==> config.mk <==
export PLATFORM = sky130hd
export DESIGN_NAME = mwu_divider
export DESIGN_NICKNAME = d
export VERILOG_FILES = /design/src/hw/rtl/mwu_pkg.sv /design/src/hw/rtl/mwu_divider.sv
export SDC_FILE = /design/constraint.sdc
export NUM_CORES = 2
export LEC_CHECK = 0
export BUFFER_PORTS_ARGS = -buffer_cell sky130_fd_sc_hd__buf_2
export CAP_MARGIN = 0
export CORE_MARGIN = 2
export CORE_UTILIZATION = 55
export CTS_CLUSTER_DIAMETER = 30
export CTS_CLUSTER_SIZE = 10
export DETAILED_ROUTE_END_ITERATION = 8
export PLACE_DENSITY_LB_ADDON = 0.2
export SETUP_SLACK_MARGIN = 0.1
export SLEW_MARGIN = 20
export SYNTH_ARGS = -nofsm -noshare
export SYNTH_HDL_FRONTEND = slang
export SYNTH_SLANG_ARGS = --single-unit
==> constraint.sdc <==
create_clock -name i_clk -period 4.5 [get_ports i_clk]
set_input_delay 0.45 -clock i_clk [delete_from_list [all_inputs] [get_ports i_clk]]
set_output_delay 0.45 -clock i_clk [all_outputs]
set_load 0.02 [all_outputs]
==> src/hw/rtl/mwu_pkg.sv <==
package mwu_pkg;

    // Register map, word index (byte address = 4 * index)
    localparam logic [2:0] REG_LEARNING_RATE = 3'd0;
    localparam logic [2:0] REG_MOMENTUM      = 3'd1;
    localparam logic [2:0] REG_SMOOTHING     = 3'd2;
    localparam logic [2:0] REG_OFFLINE       = 3'd3;
    localparam logic [2:0] REG_ITER_COUNT    = 3'd4;

    localparam logic [19:0] LR_RESET   = 20'd655;
    localparam logic [16:0] Q_ONE      = 17'd65536;
    localparam logic [15:0] ITER_RESET = 16'd1;

    // Dividend width of the rounded scaled gradient, one quotient bit per stage
    localparam int DIV_BITS = 36;

    // Side data that rides along the divider stages
    typedef struct packed {
        logic [9:0]         idx;
        logic signed [31:0] w;
        logic               neg;
    } t_div_meta;

    // round(v / 2^16), nearest, ties away from zero
    function automatic logic signed [39:0] rnd16(input logic signed [55:0] v);
        logic [55:0] mag;
        logic [55:0] q;
        mag = v[55] ? 56'(-v) : 56'(v);
        q   = (mag + 56'd32768) >> 16;
        return v[55] ? -$signed(40'(q)) : $signed(40'(q));
    endfunction

endpackage

==> src/hw/rtl/mwu_divider.sv <==
// Restoring divider, one quotient bit per pipeline stage
module mwu_divider (
    input  logic                                i_clk,
    input  logic                                i_rst_n,
    input  logic                                i_en,
    input  logic                                i_valid,
    input  logic [mwu_pkg::DIV_BITS-1:0]        i_dividend,
    input  logic [15:0]                         i_divisor,
    input  mwu_pkg::t_div_meta                  i_meta,
    output logic                                o_valid,
    output logic [mwu_pkg::DIV_BITS-1:0]        o_quot,
    output mwu_pkg::t_div_meta                  o_meta
);
    localparam int N = mwu_pkg::DIV_BITS;

    logic                c_v    [N+1];
    logic [15:0]         c_rem  [N+1];
    logic [N-1:0]        c_dq   [N+1];
    mwu_pkg::t_div_meta  c_meta [N+1];

    assign c_v[0]    = i_valid;
    assign c_rem[0]  = '0;
    assign c_dq[0]   = i_dividend;
    assign c_meta[0] = i_meta;

    for (genvar k = 0; k < N; k++) begin : g_stage
        logic [16:0]        trial;
        logic               ge;
        logic               r_v;
        logic [15:0]        r_rem;
        logic [N-1:0]       r_dq;
        mwu_pkg::t_div_meta r_meta;

        // shift in next dividend bit, subtract when it fits
        assign trial = {c_rem[k], c_dq[k][N-1]};
        assign ge    = trial >= {1'b0, i_divisor};

        always_ff @(posedge i_clk) begin
            if (!i_rst_n) begin
                r_v <= 1'b0;
            end else if (i_en) begin
                r_v <= c_v[k];
            end
        end

        always_ff @(posedge i_clk) begin
            if (i_en) begin
                r_rem  <= ge ? 16'(trial - {1'b0, i_divisor}) : trial[15:0];
                r_dq   <= {c_dq[k][N-2:0], ge};
                r_meta <= c_meta[k];
            end
        end

        assign c_v[k+1]    = r_v;
        assign c_rem[k+1]  = r_rem;
        assign c_dq[k+1]   = r_dq;
        assign c_meta[k+1] = r_meta;
    end

    assign o_valid = c_v[N];
    assign o_quot  = c_dq[N];
    assign o_meta  = c_meta[N];

endmodule

## Word-level counts from Yosys, hierarchy flattened

Cells that the tools add are included.

- Flip-flop bits (word level): 3440
- Bits of input ports: 99
- Output and inout bits: 80
- Logic and storage cells: 322

- Add/sub/neg operators: 35
- Magnitude comparators: 36
- Muxes and demuxes: 35

Operator list:

| cell | count |
|---|---|
| $ge 17x16->1 | 35 |
| $mux 16 | 34 |
| $sub 16x16->16 | 34 |
| $ge 1x16->1 | 1 |
| $sub 1x16->16 | 1 |
| $mux 1 | 1 |

## Logic depth before layout (Yosys ltp)

- Depth in word-level cells: 2
- Mapped depth: 14
- Gate-level depth less buffers: 12

## Least setup slack after synthesis

No wires, ideal clock.

- Path type: input -> register
- From: input port i_divisor[1]
- To: register g_stage[24].r_rem[10], data pin
- Library setup time: 260 ps
- Arrival: 3776 ps
- Required time: 4240 ps
- Path slack: 465 ps
- Stages: 13
- Buffers on the path: 2
- Cell sequence: clkbuf_1 inv_1 ha_1 nor2b_1 o21ai_1 a21boi_1 o41ai_2 o21ai_1 a21oi_2 a21oi_1 a2111oi_4 buf_6 mux2_2

- Word-level cells in the longest chain between the ends: 2
- Elaborated cells on any way between the ends: 3

RTL lines:

| what | RTL line | source |
|---|---|---|
| start: declaration | mwu_divider.sv:8 | `input logic [15:0] i_divisor,` |
| $sub 16x16->16 / $ge 17x16->1 (equally long branches) | mwu_divider.sv:48, mwu_divider.sv:36 |  |
| $mux 16 * | mwu_divider.sv:48 | `r_rem <= ge ? 16'(trial - {1'b0, i_divisor}) : trial[15:0];` |
| end signal: assignment | mwu_divider.sv:48 |  |
| end: declaration | mwu_divider.sv:30 | `logic [15:0] r_rem;` |

Mark *: on every way between the ends. The rest lies on a longest branch, timed or not.
A chain may end at the register's enable or synchronous reset.

## Worst setup path in the final report

- From: register g_stage[26].r_rem[1]
- To: register g_stage[27].r_rem[12], data pin

- Word-level cells in the longest chain between the ends: 2
- Elaborated cells on any way between the ends: 3

RTL lines:

| what | RTL line |
|---|---|
| start: declaration | mwu_divider.sv:30 |
| start signal: assignment | mwu_divider.sv:48 |
| $sub 16x16->16 / $ge 17x16->1 (equally long branches) | mwu_divider.sv:48, mwu_divider.sv:36 |
| $mux 16 * | mwu_divider.sv:48 |
| end signal: assignment | mwu_divider.sv:48 |
| end: declaration | mwu_divider.sv:30 |

Marked as above.

==> impl_results.md <==
* Synth top area cells: edfxtp_1 (76%), ha_1 (5.2%), mux2_2 (2.4%)
* Commonest non-fill, non-tap cell in the layout: edfxtp_1
* Worst-case clock buffer depth at 4
* Post-CTS Hold Fix Bufs at 85
* Largest net degree at the start of global routing at 193
* Cell Pwr Density at 707 nW/um^2
* EDFF count, synth at roughly 3400
* Final hold vios at 0
* Leak at 59.1 nW
* CTS Buf Count at 602
* Skew-Pair Late Insertion Delay at 970 ps
* Nets at 9240
* Synth unique cells at 90
* Mapped Cells at 7634
* First-pass GRT wire length at 381 mm
* Crit Path Category: flop to flop
* Routed WL at 241 mm
* Area Overhead vs Synth at 19.8%
* Dpl ws at 424 ps
* DR pass1 iterations at 6
* Num ports at 179
* Post-layout power at 114 mW
* Worst Skew at between 60 and 70 ps
* HPWL Detailed at 135 mm
* Die Y-Extent at 498 um
* Worst setup startpoint: g_stage[26].r_rem[1]$_DFFE_PP_
* Hold Slack at 112 ps
* Seq/Total Area, Yosys at between 70% and 80%
* Post-CTS Setup Repair Bufs at 0
* Post-synth top area share at between 70% and 80%
* Num rows at 181
* Setup ws final at 940 ps
* Maximum VDD drop at ~0.43 mV
* Post-route DRC at 0
* Final Max Slew Viols at 0
* Fill count at approximately 16000
* Final setup vio count at 0
* Initial antenna violation count at 5
* Post-route ant nets at 0
* Most frequent cells in the layout: edfxtp_1 (3404), clkbuf_16 (613), ha_1 (562)
* Startpoint Class: flop
* Starting Density at 55.3%
* DP Cell Count at 11058
* Vias per std cell at 5.44
* Initial DRC count at 5052
* CP Max Fanout at 13
* Syn nets at 8329
* Port Buffers at about 180
* Tot GR Track Use at 19.5%
* Yosys warns at 0
* Min Tclk post-route at 3560 ps
* GP Congestion at 0.867
* Cell taking the most area after synthesis: edfxtp_1
* Die W at between 400 and 500 um
* Status: complete, no violations
* Sinks on Clock Net at 3440
* Post-synthesis cell area at 134000 sq um
* H-tree depth at 6
* Total gr overflow at 0
* CORE AREA at ~240000 sq um
* Rel. slew slack at 31.1%
* Final period utilization at 79.1%
* Final setup TNS at 0 ps
* CTS tree: built
* Max-cap viol count at 0
* Data required, critical path at roughly 5300 ps
* CTS root buffer: clkbuf_16
* Asr flop ratio synth at 0%
* Least-Margin Pin Slew at between 1000 and 1500 ps
* Routed len/inst at 19.8 um
* Share of cells above drive strength 1 at 18.0%
* Worst reg2reg startpoint: g_stage[26].r_rem[1]$_DFFE_PP_
* Hold Path Class: input port to flop
* Max Clock Freq at 281 MHz
* Post-synth top flop: edfxtp_1
* Fin cells at ~12000
* Die Area at around 250000 sq um
* Unrepaired setup endpoints after global routing: no
* Seq cells post-synth at 3440
* HP Start: i_divisor[15]
* Post-CTS sizing at 0
* Mapped Avg Cell Area at ~18 sq um
* Via count at 66296
* Worst-path clk slew at 50 ps
* Number of global-route vias before repair at 68521
* Crit path DAT at 4320 ps
* Critical path capture point type: flop
## stage by stage
stage	cell area [sq um]	utilization [%]
6_report	161000	66.2
5_1_grt	161000	66.2
4_1_cts	161000	66.2
3_5_place_dp	140000	57.7
3_3_place_gp	140000	57.7
2_1_floorplan	134000	-
## sequential cells by signal (all words and copies together), names as in the netlist
name	count
c_meta	1505
g_stage.r_dq	1260
g_stage.r_rem	560
o_meta	43
o_quot	36
g_stage.r_v	35
o_valid	1
## cell type report
class / count / area (sq um) / area share, %
Inverter: 201 / 754 / 0.469
Antenna cell: 2 / 5.00 / 0.00311
Timing Repair Buffer: 426 / 3490 / 2.17
Sequential cell: 3440 / 103000 / 64.0
Tap cell: 3202 / 4010 / 2.49
Clock buffer: 688 / 15600 / 9.71
Clock inverter: 345 / 4110 / 2.56
Multi-Input combinational cell: 3874 / 29900 / 18.6
## Yosys cell counts, types with 15 or more instances
cell type / n
nand4_1: 74
a211oi_1: 36
or3_1: 36
clkbuf_1: 38
xor2_1: 131
o31a_1: 31
and3_1: 21
a2111oi_0: 17
fa_1: 34
o31ai_1: 35
nand3_1: 78
a21o_1: 126
edfxtp_1: 3404
o21ai_0: 295
nand2_1: 270
ha_1: 562
a21boi_0: 38
or2_2: 15
a21oi_1: 354
o21ai_1: 17
nor2b_1: 125
mux2_2: 281
o21bai_1: 42
nor2_1: 330
nor3_1: 108
buf_2: 22
nor4_1: 27
buf_4: 46
a31oi_1: 38
mux2i_1: 84
dfxtp_1: 36
xnor2_1: 280
inv_1: 201
o21a_1: 98
mux2_4: 28
nand2b_1: 59
## report_power, final
group / switching (mW) / internal [mW] / leakage, nW
combinational: 13.7 / 12.2 / 16.0
sequential: 2.37 / 41.6 / 33.6
clock: 15.0 / 28.9 / 9.57
total: 31.1 / 82.7 / 59.1
## worst max-delay path, cell delays in order, from the launching register on
cell,delay [ps]
edfxtp_1,540
ha_1,570
o211ai_1,140
a21boi_0,280
o41ai_1,110
buf_4,160
o21ai_0,220
a21oi_1,100
o21ai_1,730
buf_4,330
nor2_1,60
a21oi_1,140
## cells by family after synthesis
group / after synthesis / synth area share [%]
adder cells (fa/ha/maj): 596 / 5.74
XOR/XNOR: 411 / 2.68
AND/OR/NAND/NOR: 1187 / 4.30
flip-flops: 3440 / 76.7
AO/OA/AOI/OAI: 1279 / 6.16
buffers and inverters: 320 / 1.10
multiplexers: 401 / 3.36
## routing by layer
layer	wire length (um)	global-route usage, %	up-vias
met1	106000	26.8	32373
met3	11900	3.78	513
met5	0	0	-
met2	117000	31.4	1656
li1	-	-	31754
met4	6720	7.01	0
## worst paths after layout
check | depth (start not counted) | slack [ps] | end
max reg2reg | 11 | 940 | g_stage[27].r_rem[12]$_DFFE_PP_
max | 11 | 940 | g_stage[27].r_rem[12]$_DFFE_PP_
min | 4 | 110 | g_stage[0].r_rem[15]$_SDFFCE_PP0P_
min reg2reg | 0 | 360 | c_meta[1106]$_DFFE_PP_
Note: power is estimated with default switching activity, not from simulation.
